File: src/rtl/pwfr_pkg.sv
// shared types and constants for the pulse-width frame receiver
`timescale 1ns / 1ps

package pwfr_pkg;

    localparam int TICK_W    = 16;
    localparam int CFG_W     = 16;
    localparam int CMP_W     = (TICK_W > CFG_W) ? TICK_W : CFG_W;
    localparam int SHIFT_W   = 64;
    localparam int PAYLOAD_W = 60;
    localparam int COUNT_W   = 8;
    localparam int NIB_W     = 4;
    localparam int NIB_N     = SHIFT_W / NIB_W;
    localparam int CFG_IDX_W = 2;

    localparam logic [CFG_IDX_W-1:0] CFG_ZERO_MIN  = 2'd0;
    localparam logic [CFG_IDX_W-1:0] CFG_ONE_MIN   = 2'd1;
    localparam logic [CFG_IDX_W-1:0] CFG_FRAME_GAP = 2'd2;

    localparam logic [CFG_W-1:0] ZERO_MIN_RST  = 16'd600;
    localparam logic [CFG_W-1:0] ONE_MIN_RST   = 16'd1400;
    localparam logic [CFG_W-1:0] FRAME_GAP_RST = 16'd4000;

    localparam logic [TICK_W-1:0] ELAPSED_MAX = {TICK_W{1'b1}};

    typedef struct packed {
        logic [CFG_W-1:0] zero_min;
        logic [CFG_W-1:0] one_min;
        logic [CFG_W-1:0] frame_gap;
    } t_cfg;

    typedef struct packed {
        logic                 frame_ok;
        logic [PAYLOAD_W-1:0] payload;
        logic [COUNT_W-1:0]   bit_total;
    } t_result;

endpackage

File: src/rtl/pwfr_cfg_regs.sv
// configuration registers for the tick thresholds
`timescale 1ns / 1ps

module pwfr_cfg_regs
    import pwfr_pkg::*;
(
    input  logic                 i_clk,
    input  logic                 i_rst_n,
    input  logic                 i_cfg_valid,
    input  logic [CFG_IDX_W-1:0] i_cfg_index,
    input  logic [CFG_W-1:0]     i_cfg_data,
    output logic                 o_cfg_ready,
    output t_cfg                 o_cfg
);

    t_cfg r_cfg;
    t_cfg n_cfg;

    assign o_cfg_ready = 1'b1;
    assign o_cfg       = r_cfg;

    always_comb begin
        n_cfg = r_cfg;
        if (i_cfg_valid) begin
            case (i_cfg_index)
                CFG_ZERO_MIN:  n_cfg.zero_min  = i_cfg_data;
                CFG_ONE_MIN:   n_cfg.one_min   = i_cfg_data;
                CFG_FRAME_GAP: n_cfg.frame_gap = i_cfg_data;
                default:       n_cfg = r_cfg;
            endcase
        end
    end

    always_ff @(posedge i_clk) begin
        if (!i_rst_n) begin
            r_cfg.zero_min  <= ZERO_MIN_RST;
            r_cfg.one_min   <= ONE_MIN_RST;
            r_cfg.frame_gap <= FRAME_GAP_RST;
        end else begin
            r_cfg <= n_cfg;
        end
    end

endmodule

File: src/rtl/pwfr_decoder.sv
// frame state, pulse-width bit decode and frame check
`timescale 1ns / 1ps

module pwfr_decoder
    import pwfr_pkg::*;
(
    input  logic    i_clk,
    input  logic    i_rst_n,
    input  logic    i_take,
    input  logic    i_line_level,
    input  t_cfg    i_cfg,
    output logic    o_emit,
    output t_result o_result
);

    logic               r_in_frame, n_in_frame;
    logic [TICK_W-1:0]  r_elapsed, n_elapsed;
    logic               r_bit_taken, n_bit_taken;
    logic [SHIFT_W-1:0] r_shift, n_shift;
    logic [COUNT_W-1:0] r_count, n_count;

    logic [TICK_W-1:0]  elapsed_inc;
    logic [CMP_W-1:0]   el_cmp;
    logic [CMP_W-1:0]   zero_cmp;
    logic [CMP_W-1:0]   one_cmp;
    logic [CMP_W-1:0]   gap_cmp;
    logic [NIB_W-1:0]   nib_xor;
    logic [NIB_W:0]     parity;
    logic               frame_ok;

    assign elapsed_inc = (r_elapsed < ELAPSED_MAX) ? r_elapsed + 1'b1 : r_elapsed;
    assign el_cmp      = CMP_W'(elapsed_inc);
    assign zero_cmp    = CMP_W'(i_cfg.zero_min);
    assign one_cmp     = CMP_W'(i_cfg.one_min);
    assign gap_cmp     = CMP_W'(i_cfg.frame_gap);

    // xor of nibbles one to fifteen
    always_comb begin
        nib_xor = '0;
        for (int n = 1; n < NIB_N; n++) begin
            nib_xor = nib_xor ^ r_shift[n*NIB_W +: NIB_W];
        end
    end

    assign parity   = {1'b0, nib_xor} + 1'b1;
    assign frame_ok = (r_count != '0) && (r_count[1:0] == 2'b00)
                    && (parity == {1'b0, r_shift[NIB_W-1:0]});

    always_comb begin
        n_in_frame  = r_in_frame;
        n_elapsed   = r_elapsed;
        n_bit_taken = r_bit_taken;
        n_shift     = r_shift;
        n_count     = r_count;
        o_emit      = 1'b0;
        if (i_take) begin
            if (!r_in_frame) begin
                if (!i_line_level) begin
                    n_in_frame  = 1'b1;
                    n_elapsed   = '0;
                    n_bit_taken = 1'b0;
                    n_shift     = '0;
                    n_count     = '0;
                end
            end else if (el_cmp >= gap_cmp) begin
                o_emit      = 1'b1;
                n_in_frame  = 1'b0;
                n_elapsed   = '0;
                n_bit_taken = 1'b0;
            end else begin
                n_elapsed = elapsed_inc;
                if (i_line_level && !r_bit_taken) begin
                    if (el_cmp < one_cmp && el_cmp > zero_cmp) begin
                        n_shift     = {r_shift[SHIFT_W-2:0], 1'b0};
                        n_count     = r_count + 1'b1;
                        n_bit_taken = 1'b1;
                    end else if (el_cmp > one_cmp) begin
                        n_shift     = {r_shift[SHIFT_W-2:0], 1'b1};
                        n_count     = r_count + 1'b1;
                        n_bit_taken = 1'b1;
                    end
                end
                if (r_bit_taken && !i_line_level) begin
                    n_bit_taken = 1'b0;
                    n_elapsed   = '0;
                end
            end
        end
    end

    assign o_result.frame_ok  = frame_ok;
    assign o_result.payload   = frame_ok ? r_shift[SHIFT_W-1:NIB_W] : '0;
    assign o_result.bit_total = r_count;

    always_ff @(posedge i_clk) begin
        if (!i_rst_n) begin
            r_in_frame  <= 1'b0;
            r_elapsed   <= '0;
            r_bit_taken <= 1'b0;
            r_shift     <= '0;
            r_count     <= '0;
        end else begin
            r_in_frame  <= n_in_frame;
            r_elapsed   <= n_elapsed;
            r_bit_taken <= n_bit_taken;
            r_shift     <= n_shift;
            r_count     <= n_count;
        end
    end

endmodule

File: src/rtl/pwfr_out_reg.sv
// result register holding one frame word until it is taken
`timescale 1ns / 1ps

module pwfr_out_reg
    import pwfr_pkg::*;
(
    input  logic    i_clk,
    input  logic    i_rst_n,
    input  logic    i_load,
    input  t_result i_result,
    input  logic    i_out_ready,
    output logic    o_free,
    output logic    o_out_valid,
    output t_result o_result
);

    logic    r_valid, n_valid;
    t_result r_result;

    assign o_free      = !r_valid || i_out_ready;
    assign o_out_valid = r_valid;
    assign o_result    = r_result;

    always_comb begin
        n_valid = r_valid;
        if (i_load) begin
            n_valid = 1'b1;
        end else if (i_out_ready) begin
            n_valid = 1'b0;
        end
    end

    always_ff @(posedge i_clk) begin
        if (!i_rst_n) begin
            r_valid <= 1'b0;
        end else begin
            r_valid <= n_valid;
        end
    end

    always_ff @(posedge i_clk) begin
        if (i_load) begin
            r_result <= i_result;
        end
    end

endmodule

File: src/rtl/pulse_width_frame_receiver_core.sv
// top level of the pulse-width frame receiver
//
// channel  direction  handshake                  word
// in       input      i_in_valid / o_in_ready    i_line_level
// out      output     o_out_valid / i_out_ready  o_frame_ok, o_payload, o_bit_total
// cfg      input      i_cfg_valid / o_cfg_ready  i_cfg_index, i_cfg_data
//
// one line sample is taken per cycle while o_in_ready is high; its decode finishes in that cycle
// a frame word appears in the cycle after the sample that closes the frame
// a new sample is taken while the result register is empty or being drained
// synchronous active-low reset clears frame state and loads default thresholds
// cfg is always ready; writes to an index past the frame gap are dropped
`timescale 1ns / 1ps

module pulse_width_frame_receiver_core
    import pwfr_pkg::*;
(
    input  logic                 i_clk,
    input  logic                 i_rst_n,
    input  logic                 i_in_valid,
    output logic                 o_in_ready,
    input  logic                 i_line_level,
    output logic                 o_out_valid,
    input  logic                 i_out_ready,
    output logic                 o_frame_ok,
    output logic [PAYLOAD_W-1:0] o_payload,
    output logic [COUNT_W-1:0]   o_bit_total,
    input  logic                 i_cfg_valid,
    output logic                 o_cfg_ready,
    input  logic [CFG_IDX_W-1:0] i_cfg_index,
    input  logic [CFG_W-1:0]     i_cfg_data
);

    t_cfg    cfg;
    t_result dec_result;
    t_result out_result;
    logic    take;
    logic    emit;
    logic    out_free;

    assign o_in_ready = out_free;
    assign take       = i_in_valid && out_free;

    pwfr_cfg_regs u_cfg (
        .i_clk       (i_clk),
        .i_rst_n     (i_rst_n),
        .i_cfg_valid (i_cfg_valid),
        .i_cfg_index (i_cfg_index),
        .i_cfg_data  (i_cfg_data),
        .o_cfg_ready (o_cfg_ready),
        .o_cfg       (cfg)
    );

    pwfr_decoder u_dec (
        .i_clk        (i_clk),
        .i_rst_n      (i_rst_n),
        .i_take       (take),
        .i_line_level (i_line_level),
        .i_cfg        (cfg),
        .o_emit       (emit),
        .o_result     (dec_result)
    );

    pwfr_out_reg u_out (
        .i_clk       (i_clk),
        .i_rst_n     (i_rst_n),
        .i_load      (emit),
        .i_result    (dec_result),
        .i_out_ready (i_out_ready),
        .o_free      (out_free),
        .o_out_valid (o_out_valid),
        .o_result    (out_result)
    );

    assign o_frame_ok  = out_result.frame_ok;
    assign o_payload   = out_result.payload;
    assign o_bit_total = out_result.bit_total;

endmodule

File: config.mk
export PLATFORM = sky130hd
export DESIGN_NAME = pulse_width_frame_receiver_core
export DESIGN_NICKNAME = d
export VERILOG_FILES = /design/src/rtl/pwfr_pkg.sv /design/src/rtl/pwfr_cfg_regs.sv /design/src/rtl/pwfr_decoder.sv /design/src/rtl/pwfr_out_reg.sv /design/src/rtl/pulse_width_frame_receiver_core.sv
export SDC_FILE = /design/constraint.sdc
export NUM_CORES = 1
export LEC_CHECK = 0
export BUFFER_PORTS_ARGS = -buffer_cell sky130_fd_sc_hd__buf_2
export CAP_MARGIN = 20
export CORE_MARGIN = 5
export CORE_UTILIZATION = 64
export CTS_CLUSTER_SIZE = 14
export DETAILED_ROUTE_END_ITERATION = 8
export HOLD_SLACK_MARGIN = 0.06
export PLACE_DENSITY = 0.85
export SLEW_MARGIN = 20
export SYNTH_ARGS = -nofsm -noshare
export SYNTH_HDL_FRONTEND = slang
export SYNTH_HIERARCHICAL = 1
export SYNTH_SLANG_ARGS = --single-unit
export TNS_END_PERCENT = 20
File: constraint.sdc
create_clock -name i_clk -period 7.58 [get_ports i_clk]
set_clock_uncertainty 0.1 [all_clocks]
set_input_delay 1.516 -clock i_clk [delete_from_list [all_inputs] [get_ports i_clk]]
set_output_delay 1.516 -clock i_clk [all_outputs]
set_load 0.05 [all_outputs]
# Word level (Yosys, flattened, before mapping)
# Index checks and enable logic that the tools add are counted.
[op_classes] reduce_logical=20 add_sub_neg=3 muxes=32 eq_ne=9 order_cmp=5 bitwise_logic=14
[op_table] operator="64-bit two-way mux" count=6
[op_table] operator="16-bit two-way mux" count=5
[op_table] operator="4-bit bitwise XOR" count=14
[op_table] operator="8-bit two-way mux" count=6
[op_table] operator="16-bit > comparator" count=2
[op_table] operator="16-bit by 1-bit adder with 16-bit output (second input constant)" count=1
[op_table] operator="16-bit greater-or-equal comparator" count=1
[op_table] operator="16-bit less-than comparator" count=1
[op_table] operator="16-bit less-than comparator (second input constant)" count=1
[op_table] operator="1-bit two-way mux" count=15
[op_table] operator="8-bit by 1-bit adder with 8-bit output (second input constant)" count=1
[op_table] operator="2-bit AND reduction" count=4
[op_table] operator="8-bit nonzero test" count=1
[op_table] operator="1-bit logical AND" count=6
[op_table] operator="4-bit by 1-bit adder with 5-bit output (second input constant)" count=1
[op_table] operator="5-bit by 4-bit == test with 1-bit output" count=1
[op_table] operator="5-bit != test (second input constant)" count=1
[op_table] operator="5-bit AND reduction" count=1
[op_table] operator="2-bit logical NOT" count=2
[op_table] operator="2-bit != test (second input constant)" count=2
[op_table] operator="4-bit != test (second input constant)" count=1
[op_table] operator="4-bit AND reduction" count=1
[op_table] operator="1-bit logical NOT" count=3
[op_table] operator="3-bit != test (second input constant)" count=1
[op_table] operator="5 further kinds" count=5
[word_totals] wordCells=95 ff_bits=208 in_bits=24 output_inout_bits=72

# Longest topological paths before layout
[depth] word_depth=17 mapped_depth=18 ltp_nobuf=16

# Cells and area by module
# Netlist, hierarchy kept.
[by_module_without_submodules] mod="pwfr_decoder" cells_each=758 n_inst=1 seq_area_each_um2=1801.7 area_each_um2=6339.8
[by_module_without_submodules] mod="pwfr_out_reg" cells_each=73 n_inst=1 seq_area_each_um2=2092.0 area_each_um2=2120.8
[by_module_without_submodules] mod="pwfr_cfg_regs" cells_each=190 n_inst=1 seq_area_each_um2=960.9 area_each_um2=1920.6
[by_module_without_submodules] mod="pulse_width_frame_receiver_core" cells_each=1 n_inst=1 seq_area_each_um2=0.0 area_each_um2=6.3

# Worst setup path before layout
# No wires, ideal clock.
[synth_path] path_kind="input port to flip-flop" startpoint="in i_out_ready" endpoint="reg u_out.r_result (netlist bit u_out/o_result[0]) (enable)" t_arrival_ns=4.344 path_buffers=2 required_time_ns=7.045 slack_ns=2.701 stages=6 path_cell_list="nand2b_4 -> and2_1 -> and2_1 -> clkbuf_1 -> clkbuf_1 -> and2_1"
[synth_between] elab_chain_cells=3
[synth_lines] element="start: declaration" line="pulse_width_frame_receiver_core.sv:24" source="input logic i_out_ready,"
[synth_lines] element="1-bit logical OR" line="pwfr_out_reg.sv:20" source="assign o_free = !r_valid || i_out_ready;"
[synth_lines] element="1-bit logical AND" line="pulse_width_frame_receiver_core.sv:42" source="assign take = i_in_valid && out_free;"
[synth_lines] element="net take" line="pulse_width_frame_receiver_core.sv:37" source="logic take;"
[synth_lines] element="1-bit two-way mux" line="pwfr_decoder.sv:56" source="if (i_take) begin"
[synth_lines] element="net emit" line="pulse_width_frame_receiver_core.sv:38" source="logic emit;"
[synth_lines] element="end signal: assignment" line="pwfr_out_reg.sv:43" source="r_result <= i_result;"
[synth_lines] element="end: declaration" line="pwfr_out_reg.sv:18" source="t_result r_result;"
# The timed path passes the listed nets, and every way through them passes these cells.
# A chain may end at the register's enable or synchronous reset.

# Worst setup path in the final report
[layout_path] startpoint="reg u_dec.r_elapsed[3]" endpoint="reg u_dec.r_shift[57]"
[layout_between] elab_chain_cells=8 elab_cells_between_ends=15 cone_classes="add/sub: 1; order compare: 5; eq/ne: 2; mux: 5; reduce/logical: 2"
[layout_lines] element="start: declaration" line="pwfr_decoder.sv:17" source="logic [TICK_W-1:0] r_elapsed, n_elapsed;"
[layout_lines] element="start signal: assignment" line="pwfr_decoder.sv:104" source="r_elapsed <= n_elapsed;"
[layout_lines] element="16-bit by 1-bit adder with 16-bit output / 16-bit less-than comparator (equally long branches)" line="pwfr_decoder.sv:31" source="assign elapsed_inc = (r_elapsed < ELAPSED_MAX) ? r_elapsed + 1'b1 : r_elapsed;"
[layout_lines] element="16-bit two-way mux *" line="pwfr_decoder.sv:31"
[layout_lines] element="16-bit less-than comparator / 16-bit > comparator (equally long branches)" line="pwfr_decoder.sv:73" source="if (el_cmp < one_cmp && el_cmp > zero_cmp) begin"
[layout_lines] element="1-bit logical AND" line="pwfr_decoder.sv:73"
[layout_lines] element="64-bit two-way mux" line="pwfr_decoder.sv:73"
[layout_lines] element="64-bit two-way mux" line="pwfr_decoder.sv:72" source="if (i_line_level && !r_bit_taken) begin"
[layout_lines] element="64-bit two-way mux" line="pwfr_decoder.sv:65" source="end else if (el_cmp >= gap_cmp) begin"
[layout_lines] element="64-bit two-way mux" line="pwfr_decoder.sv:57" source="if (!r_in_frame) begin"
[layout_lines] element="end signal: assignment" line="pwfr_decoder.sv:106" source="r_shift <= n_shift;"
[layout_lines] element="end: declaration" line="pwfr_decoder.sv:19" source="logic [SHIFT_W-1:0] r_shift, n_shift;"
# Mark *: on every way between the ends. The rest lies on a longest branch, timed or not. The select of a mux whose other input is x is not followed.

==> results.json <==
{
  "io_pins": 96,
  "period_minus_slack_ns": 5.44,
  "p_sw_mw": 0.485,
  "final_nets": 1166,
  "gp_congestion": 0.896,
  "first_pass_iters": 5,
  "cts-buffers-inserted": 21,
  "setup_ws_ns": 2.14,
  "drive_gt1_share_pct": 13.3,
  "areaGrowthSynthToFinish_pct": 11.6,
  "rsz0062_at_grt": "no",
  "yosysWarningCount": 6,
  "ys_async_sr_fraction_pct": 0,
  "startpoint_type": "register",
  "postRouteWirelength_mm": 21.4,
  "finalMaxSlewViolations": 0,
  "post_cts_resized": 0,
  "fin_tns_setup_ns": 0,
  "place_inst": 1280,
  "required_ns": 7.86,
  "synth_nets": 1100,
  "ant_nets": 0,
  "dieArea_mm2": 0.0189,
  "synth_cells": 1022,
  "clk_latency_ns": 0.51,
  "swShare_pct": 21.4,
  "critPathKind": "reg2reg",
  "drtIter0Drc": 575,
  "cts_sinks": 208,
  "place_hpwl_mm": 14.4,
  "ys_seq_area_share_pct": 46.7,
  "grt_max_degree": 86,
  "cts_max_level": 1,
  "grt.total_usage_pct": 22.4,
  "diodes": 0,
  "synth_cell_type_count": 56,
  "route.detailed.drc": 0,
  "initial_core_util_pct": 65.4,
  "p_int_mw": 1.78,
  "finalHoldViolCount": 0,
  "maxCapViolations": 0,
  "num_rows": 46,
  "synth-edff-count": 69,
  "portBuffers": 94,
  "cts_buffer_depth": 3,
  "ir_drop_uv": 156,
  "status": "finished, final reports clean",
  "endpoint_kind": "register",
  "worstHoldPathType": "reg2reg",
  "pwr-share-clk_pct": 44.3,
  "synth_ff_type": "dfxtp_1",
  "cp_max_fo": 28,
  "postCtsSetupRepairBufs": 0,
  "cts-root-buf": "clkbuf_16",
  "worstMarginPinSlew_ns": 1.01,
  "slew_headroom_pct": 32.4,
  "tritoncts": "built",
  "pre_cts_ws_ns": 2.41,
  "wl_per_cell_um": 16.2,
  "pwr-share-seq_pct": 51.2,
  "met1_usage_pct": 28.7,
  "grt_pass1_vias": 7221,
  "cp.arrival_ns": 5.71,
  "ys_seq_elements": 208,
  "avgSynthCellArea_um2": 10.2,
  "p_leak_nw": 4.81,
  "antenna_found_initial": 1,
  "grt_busiest_layer": "met2",
  "p_per_area_mw_per_mm2": 195,
  "p_comb_share_pct": 4.5,
  "die_h_um": 137,
  "setup_violations": 0,
  "vias": 7680,
  "grt-ovfl-total": 0,
  "ctsHoldBuffers": 0,
  "fin_crit_sh_pct": 71.7,
  "fmax_mhz": 184,
  "path_clk_slew_ns": 0.06,
  "viasPerCell": 5.82,
  "die_x_um": 137,
  "met3_usage_pct": 3.73,
  "met2_usage_pct": 38.4,
  "grt_pass1_wl_mm": 34.6,
  "stdcell_count": 1319,
  "core_mm2": 0.0159,
  "synth_area_mm2": 0.0104
}
-- final cells by class --
class	count	area (µm²)
Multi-Input combinational cell	690	5000
Sequential cell	208	4850
Fill cell	1157	4290
Timing Repair Buffer	103	561
Clock buffer	26	554
Tap cell	216	270
Inverter	64	240
Clock inverter	12	110
-- per-layer routing --
metal,share of wire [%],routed length [µm]
met3,5.7,1220
met1,43,9110
met2,49,10400
met4,2.9,622
met5,0.033,7
-- Yosys cell counts, types with 4 or more instances --
library cell	count	share of area, %
and2_1	64	3.9
a22oi_1	33	2.4
and4_1	6	0.51
clkbuf_1	36	1.3
a21o_1	6	0.43
nand3_1	43	2.1
a31oi_1	4	0.24
or3_1	7	0.42
a211oi_1	4	0.29
nor2b_1	74	4.5
xnor2_1	45	3.8
nor3b_1	4	0.29
o21ai_0	47	2.3
nand2_1	78	2.8
a21oi_1	34	1.6
buf_2	12	0.58
o21a_1	4	0.29
or4_1	4	0.29
ha_1	54	6.5
nand4_1	12	0.72
and3_1	4	0.24
nor2_1	16	0.58
edfxtp_1	69	20
mux2i_1	46	4.4
nor3_1	10	0.48
xor2_1	5	0.42
xnor3_1	8	1.7
nand3b_1	4	0.29
a32oi_1	38	3.2
inv_1	64	2.3
dfxtp_1	139	27
buf_6	7	0.76
buf_4	4	0.29
nor4_1	5	0.30
-- worst max-delay path: stages (launching register included) --
cell and delay [ns]:
dfxtp_1 0.45, and4_1 0.25, and3_1 0.26, and4_1 0.27
and3_1 0.27, a31oi_1 0.11, a31oi_1 0.38, ha_1 0.34
nand4_1 0.16, nor2_1 0.07, a221o_1 0.31, a211o_1 0.26
a2bb2oi_1 0.70, or3_1 0.89, a22oi_1 0.22, o21ai_0 0.28
-- flip-flops by register name, indices dropped and copies added (netlist names) --
signal             count
u_cfg/o_cfg           48
u_out/o_result        69
u_dec/r_bit_taken      1
u_dec/r_in_frame       1
u_dec/r_elapsed       16
u_dec/r_count          8
u_dec/r_shift         64
u_out/o_out_valid      1
-- cells by family after synthesis --
logic type,share of synthesized area (%)
adder cells (fa/ha/maj),6.50
other,0.0361
AO/OA/AOI/OAI,12.4
buffers and inverters,5.43
XOR/XNOR,6.18
flip-flops,46.7
multiplexers,4.54
AND/OR/NAND/NOR,18.2
-- stage by stage --
| stage | area (µm²) | power (mW) | utilization [%] | hold WS (ns) |
|---|---|---|---|---|
| global route | 11600 | 2.34 | 73.0 | 0.379 |
| finish | 11600 | 2.26 | 73.0 | 0.357 |
| floorplan | 10400 | 1.25 | - | 0.335 |
| global placement | 10900 | 1.28 | 68.6 | 0.344 |
| CTS | 11600 | 2.27 | 72.8 | 0.358 |
| detailed placement | 10900 | 1.28 | 68.6 | 0.349 |
-- cell usage in the layout (no fill, tap or decap), types with 5 or more instances in the layout --
cell and instances:
dfxtp_1 139, buf_2 93, nand2_1 78, nor2b_1 74
edfxtp_1 69, inv_1 64, and2_1 63, ha_1 54
mux2i_1 46, o21ai_0 46, xnor2_1 45, nand3_1 43
a32oi_1 38, a21oi_1 34, a22oi_1 33, clkbuf_16 21
nor2_1 16, nand4_1 12, buf_4 9, nor3_1 9
xnor3_1 8, or3_1 7, clkinv_2 6, and4_1 6
a21o_1 6, xor2_1 5, nor4_1 5
-- worst paths after layout --
path	end	cells past startpoint	from	slack, ns
setup / recovery	u_dec/r_shift[57]	15	u_dec/r_elapsed[3]	2.14
hold / removal	u_cfg/o_cfg[25]	2	u_cfg/o_cfg[25]	0.36
setup reg to reg	u_dec/r_shift[57]	15	u_dec/r_elapsed[3]	2.14
hold reg to reg	u_cfg/o_cfg[25]	2	u_cfg/o_cfg[25]	0.36
-- power groups by stage --
stage	Combinational [mW]	Clock (mW)	Sequential, mW
detailed placement	0.0968	0	1.18
floorplan	0.0723	0	1.18
finish	0.101	1.00	1.16
global route	0.111	1.07	1.16
global placement	0.0954	0	1.18
CTS	0.0976	1.02	1.16
No activity file was read; power rests on OpenSTA's default activity.
